--- src/hw/rtl/fvm_pkg.sv ---
// ----------------------------------------------------------------------------
// fvm_pkg
// Shared constants, types and the arctangent table of the voltage modulator.
// ----------------------------------------------------------------------------
package fvm_pkg;

	localparam int ANGLE_BITS   = 12;
	localparam int DUTY_BITS    = 16;
	localparam int CORDIC_STEPS = 16;
	localparam int STEP_W       = $clog2(CORDIC_STEPS);
	localparam int SUP_W        = 14;
	localparam int PP_W         = 6;
	localparam int UQ_W         = 16;
	localparam int CX_W         = 34;
	localparam int Z_W          = 24;
	localparam int SC_W         = CX_W - 14;
	localparam int AL_W         = 33;
	localparam int K3_W         = 19;
	localparam int V_W          = 52;
	localparam int W_W          = V_W - (34 - DUTY_BITS);

	localparam logic [SUP_W-1:0]        SUPPLY_MAX   = SUP_W'(12400);
	localparam logic [SUP_W-1:0]        SUPPLY_RST   = SUP_W'(12000);
	localparam logic [PP_W-1:0]         POLES_RST    = PP_W'(7);
	localparam logic signed [CX_W-1:0]  CORDIC_X0    = CX_W'(652032874);
	localparam logic signed [CX_W-1:0]  ROUND_Q14    = CX_W'(8192);
	localparam logic signed [K3_W-1:0]  SQRT3_Q16    = K3_W'(113512);
	localparam logic signed [Z_W-1:0]   Z_RESID_MAX  = Z_W'(256);

	localparam logic [1:0] REG_SUPPLY  = 2'd0;
	localparam logic [1:0] REG_POLES   = 2'd1;
	localparam logic [1:0] REG_DIR     = 2'd2;
	localparam logic [1:0] REG_ZERO    = 2'd3;

	typedef struct packed {
		logic signed [CX_W-1:0] x;
		logic signed [CX_W-1:0] y;
		logic signed [Z_W-1:0]  z;
		logic [1:0]             quad;
		logic signed [UQ_W-1:0] u;
	} cordic_t;

	typedef struct packed {
		logic [SUP_W-1:0]     rem;
		logic [DUTY_BITS-1:0] w;
		logic                 sat;
	} div_lane_t;

	typedef div_lane_t [2:0] div_row_t;

	function automatic logic signed [Z_W-1:0] atan_turn(input logic [STEP_W-1:0] i);
		logic signed [Z_W-1:0] a;
		case (i)
			4'd0:    a = Z_W'(2097152);
			4'd1:    a = Z_W'(1238021);
			4'd2:    a = Z_W'(654136);
			4'd3:    a = Z_W'(332050);
			4'd4:    a = Z_W'(166669);
			4'd5:    a = Z_W'(83416);
			4'd6:    a = Z_W'(41718);
			4'd7:    a = Z_W'(20860);
			4'd8:    a = Z_W'(10430);
			4'd9:    a = Z_W'(5215);
			4'd10:   a = Z_W'(2608);
			4'd11:   a = Z_W'(1304);
			4'd12:   a = Z_W'(652);
			4'd13:   a = Z_W'(326);
			4'd14:   a = Z_W'(163);
			4'd15:   a = Z_W'(81);
			default: a = '0;
		endcase
		return a;
	endfunction

endpackage

--- src/hw/rtl/fvm_div_cell.sv ---
// ----------------------------------------------------------------------------
// fvm_div_cell
// One restoring division step for the three phase lanes, registered.
// ----------------------------------------------------------------------------
module fvm_div_cell (
	input  logic                          clk,
	input  logic                          ce,
	input  logic [fvm_pkg::SUP_W-1:0]     sup,
	input  fvm_pkg::div_row_t             d,
	output fvm_pkg::div_row_t             q
);

	fvm_pkg::div_row_t nxt;

	always_comb begin
		logic [fvm_pkg::SUP_W:0] t;
		logic                    ge;
		nxt = d;
		for (int l = 0; l < 3; l++) begin
			t  = {d[l].rem, d[l].w[fvm_pkg::DUTY_BITS-1]};
			ge = (t >= {1'b0, sup});
			nxt[l].rem = ge ? fvm_pkg::SUP_W'(t - {1'b0, sup}) : t[fvm_pkg::SUP_W-1:0];
			nxt[l].w   = {d[l].w[fvm_pkg::DUTY_BITS-2:0], ge};
		end
	end

	always_ff @(posedge clk) begin
		if (ce) begin
			q <= nxt;
		end
	end

endmodule

--- config.mk ---
export PLATFORM = sky130hd
export DESIGN_NAME = fvm_div_cell
export DESIGN_NICKNAME = d
export VERILOG_FILES = /design/src/hw/rtl/fvm_pkg.sv /design/src/hw/rtl/fvm_div_cell.sv
export SDC_FILE = /design/constraint.sdc
export NUM_CORES = 1
export LEC_CHECK = 0
export BUFFER_PORTS_ARGS = -buffer_cell sky130_fd_sc_hd__buf_2
export CORE_UTILIZATION = 44
export DETAILED_ROUTE_END_ITERATION = 10
export GPL_TIMING_DRIVEN = 0
export PLACE_DENSITY = 0.72
export SLEW_MARGIN = 30
export SYNTH_ARGS = -nofsm -noshare
export SYNTH_HDL_FRONTEND = slang
export SYNTH_SLANG_ARGS = --single-unit
--- constraint.sdc ---
create_clock -name clk -period 3.1 [get_ports clk]
set_input_delay 0.465 -clock clk [delete_from_list [all_inputs] [get_ports clk]]
set_output_delay 0.465 -clock clk [all_outputs]
set_load 0.02 [all_outputs]
* Yosys cells after proc, flatten, opt, wreduce, memory -nomap -nowiden
Index checks and enable logic that the tools add are counted.
** Cells by class
- Order comparisons :: 3
- $add $sub $neg :: 3
- Multiplexer cells :: 3
** Operator list (count)
- 15-bit by 14-bit >= comparator with 1-bit output :: 3
- 14-bit 2-to-1 mux :: 3
- 14-bit subtractor :: 3
** Word-level totals
- Output and inout bits :: 93
- Register bits after elaboration :: 93

* Depth between registers and ports, before layout
- Depth in word-level cells :: 2
- Depth in mapped cells :: 10
- Mapped depth without buffers :: 10

* Least setup slack after synthesis
OpenSTA, ideal clock, no wires.
- Path type :: input to register
- Start point :: input sup[1] (netlist bit)
- End point :: register q[84] (netlist bit) (data pin)
- Stages on the path :: 9
- Buffers on the path :: 1
- Arrival time :: 2.469 ns
- Slack :: 0.370 ns
- Cells stage by stage :: inv_1 -> ha_1 -> nor2b_4 -> o31a_1 -> o31ai_4 -> nand4_1 -> a21oi_4 -> buf_12 -> mux2_4
** RTL lines
- start: declaration :: line fvm_div_cell.sv:8 : input logic [fvm_pkg::SUP_W-1:0] sup,
- end signal: assignment :: line fvm_div_cell.sv:29 : q <= nxt;
- end: declaration :: line fvm_div_cell.sv:10 : output fvm_pkg::div_row_t q

==> key figures <==
Layout
  – Share of cells above drive strength 1: 41.8%
  – Commonest non-fill, non-tap cells in the layout: buf_2, edfxtp_1, ha_1
  – Layout Nets: 824
  – Area Growth Syn to Fin: 27.4%
  – Most common cell after layout, fill and taps aside: buf_2
  – Layout Utilization: 57.8%
  – Largest regs: q x93
  – Filler cell count: 1084
  – Max FFs per register: 93
  – Biggest register: q
  – # diodes: 0

Worst setup path
  – Crit path launch: d[78]
  – CP startpoint kind: input port
  – Critical path capture point type: flop
  – CP max FO: 4
  – CP required: 3200 ps
  – CP endpoint: q[91]$_DFFE_PP_
  – Critical path type: in -> reg
  – Worst EP arrival: ~3000 ps

Floorplanning
  – Die Y: between 100 and 150 um
  – Die ar.: 13500 um2
  – Core box area: 12700 um2
  – I/O pin cnt: 202
  – Standard-cell rows: 41
  – Starting Density: a little under half
  – Die Wd: 116 um

Global route
  – Global Route Usage Sum: 20.3%
  – Vias in the first global route: approximately 4200
  – Initial antenna violation count: 1
  – Largest net degree at the start of global routing: between 50 and 60
  – Global-route wire length before repair: approximately 21 mm
  – GRT Residual Overflow: 0

Pwr
  – Total Power: 0.00393 W
  – Leak: 3.23 nW
  – Pwr dens: 536 nW/um2
  – Worst vdd ir: 0.250 mV

Logic synthesis
  – Distinct cells, synth: 66
  – Sequential area share after synthesis: between 40% and 50%
  – Synth Area in Adders: 10.8%
  – Main synth FF type: edfxtp_1
  – Combinational family with the most area after synthesis: compound AO/OA/AOI/OAI gates
  – Post-synthesis mux area share: around a tenth
  – Fraction of registers with async set/reset: 0%
  – Synthesized net count: between 600 and 700
  – Flops & latches, synth: between 90 and 100
  – Post-Syn Area per Cell: 12.7 um2
  – XOR/XNOR Fraction of Synth Area: between 3 and 4%
  – Post-synth EDFFs: 93
  – Ys Warns: 0
  – Compound-cell area share of the yosys netlist: roughly 14%
  – Synth Area in Simple Gates: 10.4%
  – Synthesized area: 5750 um2
  – Cells after Synth: 454

Clocking
  – Hold Buf Count CTS: 0
  – CTS tree: built
  – CTS buffer count: 9
  – Setup bufs post-CTS: 0
  – Clock Pin Slew Worst Setup and Hold Paths: 70 ps
  – Clk buf depth: 2
  – Post-CTS resize count: 0
  – CTS Root Cell: clkbuf_16
  – H-tree Lvls: 3
  – Clk sinks: 93

Worst hold path
  – Min-Delay Path Depth: 1
  – Hold crit path type: in -> reg

Drt
  – Drt first-iter violations: 333
  – Vias per cell: 5.32
  – ANT nets after route: 0
  – Final WL: roughly 14 mm
  – DRC Markers: 0
  – Vias: 4494
  – Iteration count of the initial detailed-routing pass: 5
  – WL/cell: about 16 um

Timing
  – Tmin final: 2850 ps
  – Worst slew margin: between 40% and 50%
  – Unrepaired setup endpoints after global routing: no
  – Peak Freq: 351 MHz
  – Setup ws final: 253 ps
  – Post-route setup TNS: 0 ps
  – Setup violations, final: 0
  – Max-slew violations: 0
  – Hold Fails Final Rpt: 0
  – Worst slew pin tran: 872 ps
  – Final period util: 91.8%

Place
  – Hpwl dp: 11.0 mm
  – Place WS: -118 ps
  – GPL Wtd Cong: 0.897
  – PortBufs: 201

Run
  – Max-Cap Viols: 0

Outcome
  – Status: complete, no violations
[cell usage after synthesis, types with 2 or more instances]
cell / number / share of area [%]
o21ai_0: 12 / 1.0
a211oi_1: 5 / 0.65
nor3_1: 10 / 0.87
o21a_1: 6 / 0.78
nand4b_1: 4 / 0.61
nor3b_1: 4 / 0.52
a31oi_1: 6 / 0.65
a211o_1: 4 / 0.61
mux2_4: 20 / 5.2
buf_12: 3 / 1.0
nand3b_1: 2 / 0.26
nand4_1: 4 / 0.43
o31ai_1: 3 / 0.39
nor2_1: 28 / 1.8
edfxtp_1: 93 / 49
mux2_2: 16 / 3.1
a21o_1: 11 / 1.4
a2111oi_2: 2 / 0.52
xnor2_1: 17 / 2.6
and3_1: 3 / 0.33
nor2b_1: 7 / 0.76
o2bb2ai_1: 2 / 0.30
o22ai_1: 2 / 0.22
xor2_1: 5 / 0.76
mux2i_1: 7 / 1.2
o21bai_1: 2 / 0.26
fa_1: 3 / 1.0
a21oi_2: 3 / 0.46
o31a_1: 2 / 0.30
o41ai_2: 2 / 0.57
o211ai_1: 2 / 0.26
nand2b_1: 4 / 0.43
nand3_1: 13 / 1.1
a21oi_1: 17 / 1.5
clkbuf_1: 2 / 0.13
inv_1: 35 / 2.3
nand3_2: 3 / 0.52
nor4b_1: 4 / 0.61
a311o_1: 2 / 0.35
ha_1: 45 / 9.8
o311ai_0: 4 / 0.61
nand2_1: 11 / 0.72
[worst min-delay path by stage]
stage / startpoint / end / slack, ps
CTS: d[43] / q[44]$_DFFE_PP_ / 280
global placement: d[39] / q[40]$_DFFE_PP_ / 640
detailed placement: d[43] / q[44]$_DFFE_PP_ / 640
floorplan: d[0] / q[0]$_DFFE_PP_ / 560
global route: d[71] / q[72]$_DFFE_PP_ / 280
finish: d[72] / q[73]$_DFFE_PP_ / 300
[routing by layer]
metal	global-route usage (%)	wire length, um	up-vias
met2	35.5	6760	188
li1	-	-	2184
met4	5.47	129	0
met5	0	0	-
met1	24.5	5740	2104
met3	5.50	1180	18
[kinds of logic (layout without fill, tap and decap cells)]
family,after synthesis,in the layout
AO/OA/AOI/OAI,100,100
buffers and inverters,42,260
flip-flops,93,93
XOR/XNOR,22,22
multiplexers,43,43
adder cells (fa/ha/maj),48,48
AND/OR/NAND/NOR,106,106
[stage by stage]
stage	hold slack, ps	instances	instance area [um2]
after floorplan	564	454	5750
after global placement	641	827	6970
after detailed placement	644	828	7010
after CTS	285	844	7330
after global routing	285	844	7330
final	301	844	7330
[cell type report]
cell class | count | area (um2) | area share, %
Buffer | 7 | 86.3 | 1.18
Clock buffer | 9 | 225 | 3.07
Clock inverter | 7 | 96.3 | 1.31
Inverter | 35 | 131 | 1.79
Multi-Input combinational cell | 319 | 2740 | 37.4
Sequential cell | 93 | 2790 | 38.1
Tap cell | 172 | 215 | 2.94
Timing Repair Buffer | 202 | 1040 | 14.2
[where the power goes]
group          internal, W  switching (W)
logic             0.000500       0.000640
clock network     0.000711       0.000482
registers          0.00156      0.0000334
total              0.00278        0.00116
[worst max-delay path: stages]
cell	delay [ps]
buf_2	100
inv_1	90
ha_1	170
inv_1	50
fa_1	410
a21oi_2	180
o211ai_1	170
o41ai_2	580
nor4b_1	110
a311o_1	340
mux2_4	270
Power figures use the tool's default switching activity.
