[src/hw/rtl/fvm_pkg.sv]
// ----------------------------------------------------------------------------
// fvm_pkg
// Shared constants, types and the arctangent table of the voltage modulator.
// ----------------------------------------------------------------------------
package fvm_pkg;

	localparam int ANGLE_BITS   = 12;
	localparam int DUTY_BITS    = 16;
	localparam int CORDIC_STEPS = 16;
	localparam int STEP_W       = $clog2(CORDIC_STEPS);
	localparam int SUP_W        = 14;
	localparam int PP_W         = 6;
	localparam int UQ_W         = 16;
	localparam int CX_W         = 34;
	localparam int Z_W          = 24;
	localparam int SC_W         = CX_W - 14;
	localparam int AL_W         = 33;
	localparam int K3_W         = 19;
	localparam int V_W          = 52;
	localparam int W_W          = V_W - (34 - DUTY_BITS);

	localparam logic [SUP_W-1:0]        SUPPLY_MAX   = SUP_W'(12400);
	localparam logic [SUP_W-1:0]        SUPPLY_RST   = SUP_W'(12000);
	localparam logic [PP_W-1:0]         POLES_RST    = PP_W'(7);
	localparam logic signed [CX_W-1:0]  CORDIC_X0    = CX_W'(652032874);
	localparam logic signed [CX_W-1:0]  ROUND_Q14    = CX_W'(8192);
	localparam logic signed [K3_W-1:0]  SQRT3_Q16    = K3_W'(113512);
	localparam logic signed [Z_W-1:0]   Z_RESID_MAX  = Z_W'(256);

	localparam logic [1:0] REG_SUPPLY  = 2'd0;
	localparam logic [1:0] REG_POLES   = 2'd1;
	localparam logic [1:0] REG_DIR     = 2'd2;
	localparam logic [1:0] REG_ZERO    = 2'd3;

	typedef struct packed {
		logic signed [CX_W-1:0] x;
		logic signed [CX_W-1:0] y;
		logic signed [Z_W-1:0]  z;
		logic [1:0]             quad;
		logic signed [UQ_W-1:0] u;
	} cordic_t;

	typedef struct packed {
		logic [SUP_W-1:0]     rem;
		logic [DUTY_BITS-1:0] w;
		logic                 sat;
	} div_lane_t;

	typedef div_lane_t [2:0] div_row_t;

	function automatic logic signed [Z_W-1:0] atan_turn(input logic [STEP_W-1:0] i);
		logic signed [Z_W-1:0] a;
		case (i)
			4'd0:    a = Z_W'(2097152);
			4'd1:    a = Z_W'(1238021);
			4'd2:    a = Z_W'(654136);
			4'd3:    a = Z_W'(332050);
			4'd4:    a = Z_W'(166669);
			4'd5:    a = Z_W'(83416);
			4'd6:    a = Z_W'(41718);
			4'd7:    a = Z_W'(20860);
			4'd8:    a = Z_W'(10430);
			4'd9:    a = Z_W'(5215);
			4'd10:   a = Z_W'(2608);
			4'd11:   a = Z_W'(1304);
			4'd12:   a = Z_W'(652);
			4'd13:   a = Z_W'(326);
			4'd14:   a = Z_W'(163);
			4'd15:   a = Z_W'(81);
			default: a = '0;
		endcase
		return a;
	endfunction

endpackage

[src/hw/rtl/fvm_cordic_cell.sv]
// ----------------------------------------------------------------------------
// fvm_cordic_cell
// One rotation step of the sine/cosine chain, registered.
// ----------------------------------------------------------------------------
module fvm_cordic_cell (
	input  logic                           clk,
	input  logic                           ce,
	input  logic [fvm_pkg::STEP_W-1:0]     step,
	input  fvm_pkg::cordic_t               d,
	output fvm_pkg::cordic_t               q
);

	logic signed [fvm_pkg::CX_W-1:0] dx;
	logic signed [fvm_pkg::CX_W-1:0] dy;
	logic signed [fvm_pkg::Z_W-1:0]  at;
	fvm_pkg::cordic_t                nxt;

	assign dx = d.y >>> step;
	assign dy = d.x >>> step;
	assign at = fvm_pkg::atan_turn(step);

	always_comb begin
		nxt = d;
		if (!d.z[fvm_pkg::Z_W-1]) begin
			nxt.x = d.x - dx;
			nxt.y = d.y + dy;
			nxt.z = d.z - at;
		end else begin
			nxt.x = d.x + dx;
			nxt.y = d.y - dy;
			nxt.z = d.z + at;
		end
	end

	always_ff @(posedge clk) begin
		if (ce) begin
			q <= nxt;
		end
	end

endmodule

[config.mk]
export PLATFORM = sky130hd
export DESIGN_NAME = fvm_cordic_cell
export DESIGN_NICKNAME = d
export VERILOG_FILES = /design/src/hw/rtl/fvm_pkg.sv /design/src/hw/rtl/fvm_cordic_cell.sv
export SDC_FILE = /design/constraint.sdc
export NUM_CORES = 1
export LEC_CHECK = 0
export ABC_CLOCK_PERIOD_IN_PS = 7100
export BUFFER_PORTS_ARGS = -buffer_cell sky130_fd_sc_hd__buf_2
export CORE_UTILIZATION = 54
export DETAILED_ROUTE_END_ITERATION = 7
export HOLD_SLACK_MARGIN = 0.02
export PLACE_DENSITY_LB_ADDON = 0.12
export SLEW_MARGIN = 0
export SYNTH_ARGS = -nofsm -noshare
export SYNTH_HDL_FRONTEND = slang
export SYNTH_SLANG_ARGS = --single-unit
[constraint.sdc]
create_clock -name clk -period 7.1 [get_ports clk]
set_input_delay 0.355 -clock clk [delete_from_list [all_inputs] [get_ports clk]]
set_output_delay 0.355 -clock clk [all_outputs]
set_load 0.05 [all_outputs]
* Yosys cells after proc, flatten, opt, wreduce, memory -nomap -nowiden
Memory sizes are Yosys's and may differ from the RTL's.
Cells that the tools add are included.
** Word-level totals
- Register bits after elaboration :: 110
- Memory bits (read-only) :: 352
- Input bits :: 116
- Output and inout bits :: 110
- Logic and storage cells :: 15
- Memories kept :: 1
** Memories
- (name not given) :: words 16, width 22, rd ports 1, clocked after memory_dff 0, write ports 0, line fvm_pkg.sv:53 : case (i)
** Cells by class
- Add/subtract/negate cells :: 6
- Shifts and indexed selects :: 2
- Multiplexer cells :: 1
** Operators with widths (count)
- two-way mux 92 bit :: 1
- adder 34 bit :: 2
- >>> shifter 34 x 4 -> 34 bit :: 2
- subtractor 34 bit :: 2
- adder 24 bit :: 1
- subtractor 24 bit :: 1

* Longest topological paths before layout
Gate-level depths: netlist (run 1).
- Word-level depth :: 3
- Mapped depth :: 27

* Least setup slack after synthesis (run 1)
No wires, ideal clock.
- Kind :: input-to-reg
- Start point :: input port step[2] (netlist name)
- End point :: register q[109] (netlist name), data pin
- Data arrival time :: 5.431 ns
- Data required time :: 6.841 ns
- Path slack :: 1.409 ns
- Cell stages on the path :: 24
- Buffers on the path :: 6
- Path through :: buf_2 > inv_1 > clkbuf_1 > buf_1 > clkbuf_1 > clkbuf_1 > buf_1 > mux2i_1 > o21a_1 > ha_1 > nand2_1 > nor4b_4 > a31oi_1 > xnor2_1 > ha_1 > a2111oi_0 > o21ai_0 > a221o_1 > a31o_2 > a21oi_1 > o21ai_0 > o31ai_1 > a21oi_1 > xnor2_1
** RTL lines
- start, declared :: line fvm_cordic_cell.sv:8 : input logic [fvm_pkg::STEP_W-1:0] step,
- end signal, assigned :: line fvm_cordic_cell.sv:37 : q <= nxt;
- end, declared :: line fvm_cordic_cell.sv:10 : output fvm_pkg::cordic_t q

==> impl_results.md, run 1 <==
- CTS max path bufs: 2
- CP Max Fanout: between 50 and 60
- Max VDD drop: 0.148 mV
- All-Layer GR Usage: 29.4%
- Total gr overflow: 0
- Leading cell type in the layout, fill and taps excluded: buf_2
- Port bufs: approximately 230
- CTS tree: yes
- Setup repair bufs after CTS: 0
- Crit path largest cell delay: about 0.6 ns
- # rows: 58
- Clk pwr share: 15.0%
- Min cycle time layout: 5.87 ns
- Register area share after synthesis: a little under a quarter
- CP Class: in -> reg
- Routed Antenna Nets: 0
- Layout Nets: about 1900
- Core area: ~0.025 mm²
- Tightest Hold Check Type: in -> reg
- Initial Util: between 50% and 60%
- Leakage power: 0.00632 µW
- Post-synth EDFFs: between 100 and 150
- # resized after CTS: 0
- Hold-fix buffers, CTS: 0
- Mapped cell area: 0.0138 mm²
- CP top delay family: compound AO/OA/AOI/OAI gates
- Post-synthesis cell count: 1493
- Reg clk slew, reported paths: 0.09 ns
- Initial antenna violation count: 0
- DP Wirelength: about 30 mm
- Mean Syn Cell Area: 9.22 µm²
- Internal power: between 1500 and 2000 µW
- Die width: around 160 µm
- CP cell instances: buf_4, buf_4, mux2_2, mux4_2, o21ai_0, nor4b_4, a31oi_1, xnor2_1, ha_1, a2111oi_0, o21ai_0, a221o_1, a31o_2, a21oi_1, o21ai_0, o31ai_1, a21oi_1, xnor2_1
- Die H: roughly 160 µm
- RSZ-0062 raised after global routing: false
- First-pass GRT wire length: 61.1 mm
- Largest net degree at the start of global routing: 79
- Least-Margin Pin Slew: 0.853 ns
- H-Tree Depth: 3
- Share of layout cells above drive strength 1: 23.1%
- Most frequent cells in the layout: buf_2, nand2_1, a21oi_1
- P_sw: approximately 1800 µW
- Biggest registers after layout: q x110
- Root Driver: clkbuf_16
- Rel. slew slack: between 40% and 50%
- Slowest-stage cell, CP: buf_4
- Main flop type after synthesis: edfxtp_1
- Vias in the first global route: about 12000
- Max-Cap Viols: 0
- Hold Fails Final Rpt: 0
- Cts bufs inserted: 9
- Core Util, Final: between 60% and 70%
- CTS sink count: 110
- Synth warnings: 0
- Share of flip-flops with an asynchronous set or reset: 0%
- Routed via count: 12593
- Seq cells post-synth: 110
- Die ar.: between 0.02 and 0.03 mm²
- Power share of the combinational group: 58.5%
- Drt first pass iters: 5
- Reg with most FFs: q
- Netlist cell types: 80
- Sequential power share: about a quarter
- Io pins: roughly 230
- Outcome: finished, final reports clean
- Switching power share of the total: 47.7%
- Largest register FFs: 110
- # DRC: 0
- Final setup TNS: 0 ns
- Initial DRC count: ~1300
- Crit start category: primary input
- Syn nets: 1710
- DR WL/cell: just under 20 µm
- Fin crit share: 82.7%
- WL final: between 30 and 40 mm
- Power density cells: 239 mW/mm²
- P&R area growth vs syn: 11.8%
- Final Max Slew Viols: 0
- Req. time, crit path: just over 7 ns
- Critical Path AT: around 6.0 ns
- Final setup vio count: 0
- FMAX: 170 MHz
- Vias per cell: ~6.3
- RD Place Congestion: approximately 0.89
- Crit. End Element: flop
- Most used cell, CP: o21ai_0
- Buf/Inv on CP: 2
==> layout make-up <==
cell class,count,area [µm²]
multi-input combinational,1270,9940
timing repair buffer,243,1280
clock inverter,7,86.3
fill,2318,9720
clock buffer,9,225
antenna,1,2.50
inverter,38,143
tap,330,413
sequential,110,3300
==> cells by family after synthesis <==
family / after synthesis / synth area share (%)
AO/OA/AOI/OAI: 407 / 18.6
XOR/XNOR: 160 / 10.2
adder cells (fa/ha/maj): 101 / 9.35
buffers and inverters: 113 / 3.80
flip-flops: 110 / 24.0
multiplexers: 140 / 17.8
AND/OR/NAND/NOR: 462 / 16.2
==> worst paths after layout <==
kind | start | to | depth (start not counted)
max | step[0] | q[109] | 18
min | d[12] | q[12] | 1
==> routing by layer <==
metal	GRT usage (%)	share of wire (%)	vias to the layer above
met2	51.5	49	495
met4	10.2	3.1	0
met5	0	0	-
met3	3.16	6.1	80
met1	37.6	42	5985
li1	-	-	6033
==> through the flow <==
stage               cell area [µm²]  total power (µW)  worst slack, ns  cells  hold slack (ns)
CTS                           15400              3690             1.20   2007            0.139
finish                        15400              3690             1.23   2008            0.150
detailed placement            15100              3130            0.813   1991            0.533
global placement              15100              3120            0.929   1991            0.532
global route                  15400              3910            0.699   2007            0.138
floorplan                     13800              2680             1.41   1493            0.454
==> cell usage after synthesis (6+ instances only) <==
cell type  instances  area, µm²
nand2_1          135        507
a21oi_1          131        656
nor2_1           127        477
edfxtp_1         110       3300
ha_1              98       1230
xnor2_1           97        850
mux4_2            82       1850
o21ai_0           81        405
xor2_1            63        552
mux2i_1           37        370
nor3_1            36        180
clkbuf_1          34        128
inv_1             34        128
a21o_1            33        248
a31oi_1           31        194
nand3_1           29        145
nand2b_1          27        169
and2_1            21        131
mux2_2            20        225
buf_1             19       71.3
and3_1            18        113
nor2b_1           18        113
o211ai_1          18        135
o21a_1            16        120
buf_2             13       65.1
nand4_1           13       81.3
a211oi_1          12       90.1
o21bai_1           8       60.1
or2_2              7       43.8
or3_1              7       43.8
a41oi_1            6       52.6
o21ai_1            6       30.0
==> power by group through the flow <==
stage / combinational [µW] / sequential [µW] / clock, µW
2_1_floorplan: 1110 / 1570 / 0
3_3_place_gp: 2120 / 994 / 0
3_5_place_dp: 2140 / 995 / 0
4_1_cts: 2150 / 982 / 566
5_1_grt: 2330 / 995 / 587
6_report: 2160 / 979 / 552
Note: power is estimated with default switching activity, not from simulation.
==> run 2: changes to the inputs <==
ABC_CLOCK_PERIOD_IN_PS = 5350   (was 7100)
CORE_UTILIZATION = 53   (was 54)
clock period = 5.35 ns   (was 7.1 ns; I/O delays follow)
==> run 2 against run 1 <==
Effect of this change:
- combinational power increased by 38%
- sequential power is 33% higher
- sequential cell count unchanged
- first-iteration DRC count is 9.1% lower
- via count is 2.6% higher
- routed wire length rose by 2.6%
==> impl_results.md, run 2 (synthesized netlist as in run 1, its figures left out) <==
- Outcome: finished, final reports clean (unchanged)
- Io pins: 226 (unchanged)
- Root Driver: clkbuf_16 (unchanged)
- CTS tree: yes (unchanged)
- H-Tree Depth: 3 (unchanged)
- All-Layer GR Usage: 29.6% (was 29.4%)
- Die H: 163 µm (was 162 µm)
- Routed Antenna Nets: 0 (unchanged)
- P_sw: 2360 µW (was 1760 µW)
- Drt first pass iters: 5 (unchanged)
- Reg with most FFs: q (unchanged)
- Min cycle time layout: roughly 5.0 ns
- Routed via count: 12921 (was 12593)
- Ant. Diodes: 0 (was 1)
- Most frequent cells in the layout: buf_2, nand2_1, a21oi_1 (unchanged)
- WHS: 0.0649 ns (was 0.150 ns)
- Hold Fails Final Rpt: 0 (unchanged)
- RD Place Congestion: 0.989 (was 0.889)
- DP Wirelength: 31.2 mm (was 29.9 mm)
- CP Max Fanout: 21 (was 54)
- Fin crit share: between 90 and 100%
- Total gr overflow: 0 (unchanged)
- Crit. End Element: flop (unchanged)
- CTS max path bufs: 2 (unchanged)
- Max VDD drop: 0.188 mV (was 0.148 mV)
- Final setup vio count: 0 (unchanged)
- Max-Cap Viols: 0 (unchanged)
- FMAX: just over 200 MHz
- Vias in the first global route: 12155 (was 11812)
- CTS sink count: 110 (unchanged)
- Initial DRC count: 1184 (was 1302)
- Vias per cell: 6.19 (was 6.27)
- Placed insts: 2070 (was 1991)
- Leading cell type in the layout, fill and taps excluded: buf_2 (unchanged)
- WL final: 39.8 mm (was 38.8 mm)
- Finished Layout Cells: 2086 (was 2008)
- Internal power: 2650 µW (was 1930 µW)
- Hold Path Stages: 1 (unchanged)
- Initial Util: 54.3% (was 54.8%)
- Critical Path AT: 5.09 ns (was 6.00 ns)
- CP Class: in -> reg (unchanged)
- Initial antenna violation count: 0 (unchanged)
- Die ar.: 0.0266 mm² (was 0.0261 mm²)
- Tightest Hold Check Type: in -> reg (unchanged)
- Reg clk slew, reported paths: 0.09 ns (about the same)
- Clk pwr share: 14.6% (was 15.0%)
- Biggest registers after layout: q x110 (unchanged)
- # DRC: 0 (unchanged)
- P&R area growth vs syn: 16.8% (was 11.8%)
- Setup repair bufs after CTS: 0 (unchanged)
- Req. time, crit path: 5.48 ns (was 7.23 ns)
- DR WL/cell: 19.1 µm (was 19.3 µm)
- Cts bufs inserted: 9 (unchanged)
- Switching power share of the total: 47.1% (was 47.7%)
- Power share of the combinational group: 59.4% (was 58.5%)
- Worst Hold Launch: d[4] (was d[12])
- Largest register FFs: 110 (unchanged)
- Sequential power share: 26.0% (was 26.6%)
- Power density cells: 311 mW/mm² (was 239 mW/mm²)
- Share of layout cells above drive strength 1: 26.7% (was 23.1%)
- Die width: 163 µm (was 162 µm)
- Layout Nets: 1968 (was 1889)
- Final Max Slew Viols: 0 (unchanged)
- Leakage power: 0.00673 µW (was 0.00632 µW)
- Port bufs: 225 (unchanged)
- # rows: 58 (unchanged)
- Rel. slew slack: 36.1% (was 43.1%)
- First-pass GRT wire length: 62.2 mm (was 61.1 mm)
- RSZ-0062 raised after global routing: false (unchanged)
- Min-Delay Endpoint: q[4] (was q[12])
- Core area: 0.0253 mm² (was 0.0251 mm²)
- Least-Margin Pin Slew: 0.946 ns (was 0.853 ns)
- Largest net degree at the start of global routing: 85 (was 79)
- Crit start category: primary input (unchanged)
- Hold-fix buffers, CTS: 0 (unchanged)
## run 2: per-layer routing
layer  global-route usage (%)  part of all wire (%)  vias up
met3                     3.38                   6.2       95
li1                         -                     -     6191
met2                     51.5                    49      540
met4                     12.4                   4.1        0
met1                     37.0                    41     6095
met5                        0                     0        -
## run 2: power by group through the flow
stage               logic, µW  clock network, µW  registers, µW
floorplan                1470                  0           2090
global placement         2910                  0           1320
detailed placement       2950                  0           1320
CTS                      2960                754           1300
global route             3200                772           1320
finish                   2970                730           1300
## run 2: final cells by class
type | instances | area [µm²]
Clock inverter | 7 | 86.3
Tap cell | 330 | 413
Fill cell | 2192 | 9250
Multi-Input combinational cell | 1270 | 9950
Clock buffer | 9 | 225
Sequential cell | 110 | 3300
Timing Repair Buffer | 322 | 1960
Inverter | 38 | 143
## run 2: worst max path at each step
stage	startpoint	end	slack (ns)	cells after the start
2_1_floorplan	step[1]	q[109]	0.02	22
3_3_place_gp	step[0]	q[109]	-0.23	18
3_5_place_dp	step[0]	q[109]	-0.13	19
4_1_cts	step[0]	q[109]	0.20	19
5_1_grt	step[0]	q[74]	0.005	20
6_report	step[0]	q[109]	0.39	19
## run 2: critical path, stage by stage
cell and delay, ns:
buf_6 0.18, buf_12 0.21, mux4_2 0.57, mux4_2 0.57
a21oi_2 0.22, nand4_2 0.22, nor4b_4 0.32, a31oi_1 0.14
xnor2_1 0.15, ha_1 0.28, a2111oi_0 0.34, o21ai_0 0.16
a221o_1 0.33, a31o_2 0.23, a21oi_2 0.18, o21ai_0 0.19
o31ai_1 0.25, a21oi_1 0.12, xnor2_1 0.14
## run 2: metrics by stage
step	setup TNS (ns)	util [%]	total power (µW)	worst slack (ns)	area, µm²
6_report	0	63.5	5000	0.390	16100
2_1_floorplan	0	-	3550	0.0200	13800
4_1_cts	0	63.4	5020	0.199	16100
3_5_place_dp	-0.186	62.2	4270	-0.134	15700
5_1_grt	0	63.5	5300	0.00533	16100
3_3_place_gp	-0.448	62.2	4230	-0.225	15700
## run 2: timing repair
item                                    CTS  global route
resized for setup                         0             4
endpoints found under the hold margin     0             0
endpoints found under the setup margin    0             5
==> run 3: changes to the inputs <==
==> constraint.sdc (replaced) <==
create_clock -name clk -period 5.35 [get_ports clk]
set_input_delay 1.605 -clock clk [delete_from_list [all_inputs] [get_ports clk]]
set_output_delay 1.605 -clock clk [all_outputs]
set_load 0.05 [all_outputs]
==> run 3 against run 2 <==
Effect of this change:
- the run now ends with negative setup slack left
- design area grew 34%
- hold slack better by 1.3 ns
- global-route usage up 8.0 points
- combinational power increased by 42%
- sequential power about the same
- sequential cell count is the same
- core utilization increased by 21 points
- cell count increased by 26%
- critical path type unchanged
- critical endpoint is now q[74]
- largest cell class unchanged
- largest power group unchanged
- highest routed layer unchanged
==> impl_results.md, run 3 (synthesized netlist as in run 1, its figures left out) <==
- Outcome: finished with violations (was finished, final reports clean)
- Failing checks: negative setup slack
- H-Tree Depth: 3 (unchanged)
- Die H: 163 µm (unchanged)
- Leading cell type in the layout, fill and taps excluded: buf_4 (was buf_2)
- Cts bufs inserted: 9 (unchanged)
- DR WL/cell: 20.0 µm (was 19.1 µm)
- Routed Antenna Nets: 0 (unchanged)
- Share of layout cells above drive strength 1: 51.6% (was 26.7%)
- Drt first pass iters: 6 (was 5)
- Biggest registers after layout: q x110 (unchanged)
- Reg with most FFs: q (unchanged)
- Initial Util: 54.3% (unchanged)
- CTS tree: yes (unchanged)
- Routed via count: 15857 (was 12921)
- Largest register FFs: 110 (unchanged)
- Met2 Resource Use GR: 67.0% (was 51.5%)
- GRT busiest layer: met2 (unchanged)
- Max VDD drop: 0.345 mV (was 0.188 mV)
- FF+latch area: 0.00330 mm² (unchanged)
- Hold Fails Final Rpt: 0 (unchanged)
- Vias per cell: 6.05 (was 6.19)
- CP Class: in -> reg (unchanged)
- Final setup TNS: -7.69 ns (was 0 ns)
- Die ar.: 0.0266 mm² (unchanged)
- Power density cells: 290 mW/mm² (was 311 mW/mm²)
- Dpl cell area: 0.0195 mm² (was 0.0157 mm²)
- CTS max path bufs: 2 (unchanged)
- Reg clk slew, reported paths: 0.09 ns (about the same)
- Tightest Hold Check Type: in -> reg (unchanged)
- Most frequent cells in the layout: buf_4, buf_2, nand2_1 (was buf_2, nand2_1, a21oi_1)
- Total gr overflow: 0 (unchanged)
- RD Place Congestion: 0.991 (was 0.989)
- # rows: 58 (unchanged)
- CTS sink count: 110 (unchanged)
- Vias in the first global route: 15829 (was 12155)
- Port bufs: 225 (unchanged)
- FMAX: 169 MHz (was 202 MHz)
- Least-Margin Pin Slew: 0.562 ns (was 0.946 ns)
- Req. time, crit path: 5.46 ns (was 5.48 ns)
- Final Max Slew Viols: 0 (unchanged)
- Worst Slack Setup Final: -0.581 ns (was 0.390 ns)
- Final Cell Area: 0.0215 mm² (was 0.0161 mm²)
- Area taken by multi-input logic gates: 0.0111 mm² (was 0.00995 mm²)
- Rel. slew slack: 62.1% (was 36.1%)
- Hold-fix buffers, CTS: 0 (unchanged)
- Core area: 0.0253 mm² (unchanged)
- All-Layer GR Usage: 37.5% (was 29.6%)
- # DRC: 0 (unchanged)
- Min cycle time layout: 5.93 ns (was 4.96 ns)
- Crit start category: primary input (unchanged)
- M3 GR Usage: 4.24% (was 3.38%)
- Initial DRC count: 1330 (was 1184)
- WL final: 52.5 mm (was 39.8 mm)
- DP Wirelength: 38.9 mm (was 31.2 mm)
- RSZ-0062 raised after global routing: true (was false)
- CP Max Fanout: 7 (was 21)
- Critical Path AT: 6.05 ns (was 5.09 ns)
- Io pins: 226 (unchanged)
- Leakage power: 0.00966 µW (was 0.00673 µW)
- Layout Nets: 2502 (was 1968)
- P&R area growth vs syn: 56.1% (was 16.8%)
- Fin crit share: 111% (was 92.7%)
- WHS: 1.40 ns (was 0.0649 ns)
- Initial antenna violation count: 1 (was 0)
- Crit. End Element: flop (unchanged)
- Met1 Resource Use GR: 43.0% (was 37.0%)
- First-pass GRT wire length: 78.7 mm (was 62.2 mm)
- Largest net degree at the start of global routing: 43 (was 85)
- Max-Cap Viols: 0 (unchanged)
- Die width: 163 µm (unchanged)
- Root Driver: clkbuf_16 (unchanged)
- Final setup vio count: 34 (was 0)
- Filler cells: 1453 (was 2192)
## run 3: cell count changes in the layout (fill, tap and decap cells not counted), sizes merged
cell      change
clkbuf        +2
buf         +533
clkinvlp      +1
diode         +1
inv           -2
## run 3: repair_timing
item / in CTS / in global routing
gates resized for setup: 108 / 178
buffers inserted: 37 / 23
gates cloned: 2 / 1
pin swaps: 66 / 93
endpoints found under the setup margin: 63 / 54
## run 3: area by class of cell
cell class | count | share of cell area [%]
Antenna cell | 1 | 0.0116
Clock buffer | 10 | 1.07
Clock inverter | 6 | 0.262
Inverter | 38 | 0.699
Multi-Input combinational cell | 1270 | 51.7
Sequential cell | 110 | 15.4
Tap cell | 330 | 1.92
Timing Repair Buffer | 856 | 29.0
## run 3: worst max-delay path: stages
cell and delay (ns):
buf_16 0.12, mux4_2 0.52, mux2_4 0.29, a221o_1 0.42, nor3_2 0.23, buf_4 0.14, and4b_4 0.33, a21oi_2 0.08
xnor2_1 0.29, ha_1 0.34, and4_1 0.18, and3_1 0.15, o211ai_1 0.15, a21bo_2 0.23, o21ai_4 0.08, a221oi_4 0.31
o21ai_2 0.10, o41ai_2 0.34, xnor2_1 0.14
## run 3: worst paths after layout
| kind | from | end | slack, ns | cells past startpoint |
|---|---|---|---|---|
| setup / recovery | step[0] | q[74] | -0.58 | 19 |
| hold / removal | d[2] | q[2] | 1.40 | 1 |
## run 3: per-layer routing
metal / up-vias / part of all wire, % / wire, µm
met2: 725 / 51 / 26600
met4: 0 / 5.7 / 3010
met3: 203 / 5.8 / 3020
met1: 7673 / 38 / 19800
li1: 7256 / - / -
met5: - / 0 / 0
## run 3: report_power, final
group | total (µW) | switching [µW] | internal, µW | leakage [µW]
Sequential | 1300 | 49.6 | 1260 | 0.00108
Clock | 715 | 387 | 328 | 0.000137
Combinational | 4220 | 2390 | 1830 | 0.00844
Total | 6240 | 2830 | 3410 | 0.00966
## run 3: metrics by stage
| stage | power (µW) | utilization, % | std cells | setup slack, ns |
|---|---|---|---|---|
| after floorplan | 3610 | - | 1493 | -1.09 |
| after detailed placement | 5030 | 77.1 | 2551 | -1.33 |
| after global placement | 4950 | 77.1 | 2551 | -1.18 |
| after CTS | 5910 | 81.2 | 2604 | -0.375 |
| after global routing | 6540 | 84.8 | 2621 | -0.669 |
| final | 6240 | 84.8 | 2621 | -0.581 |
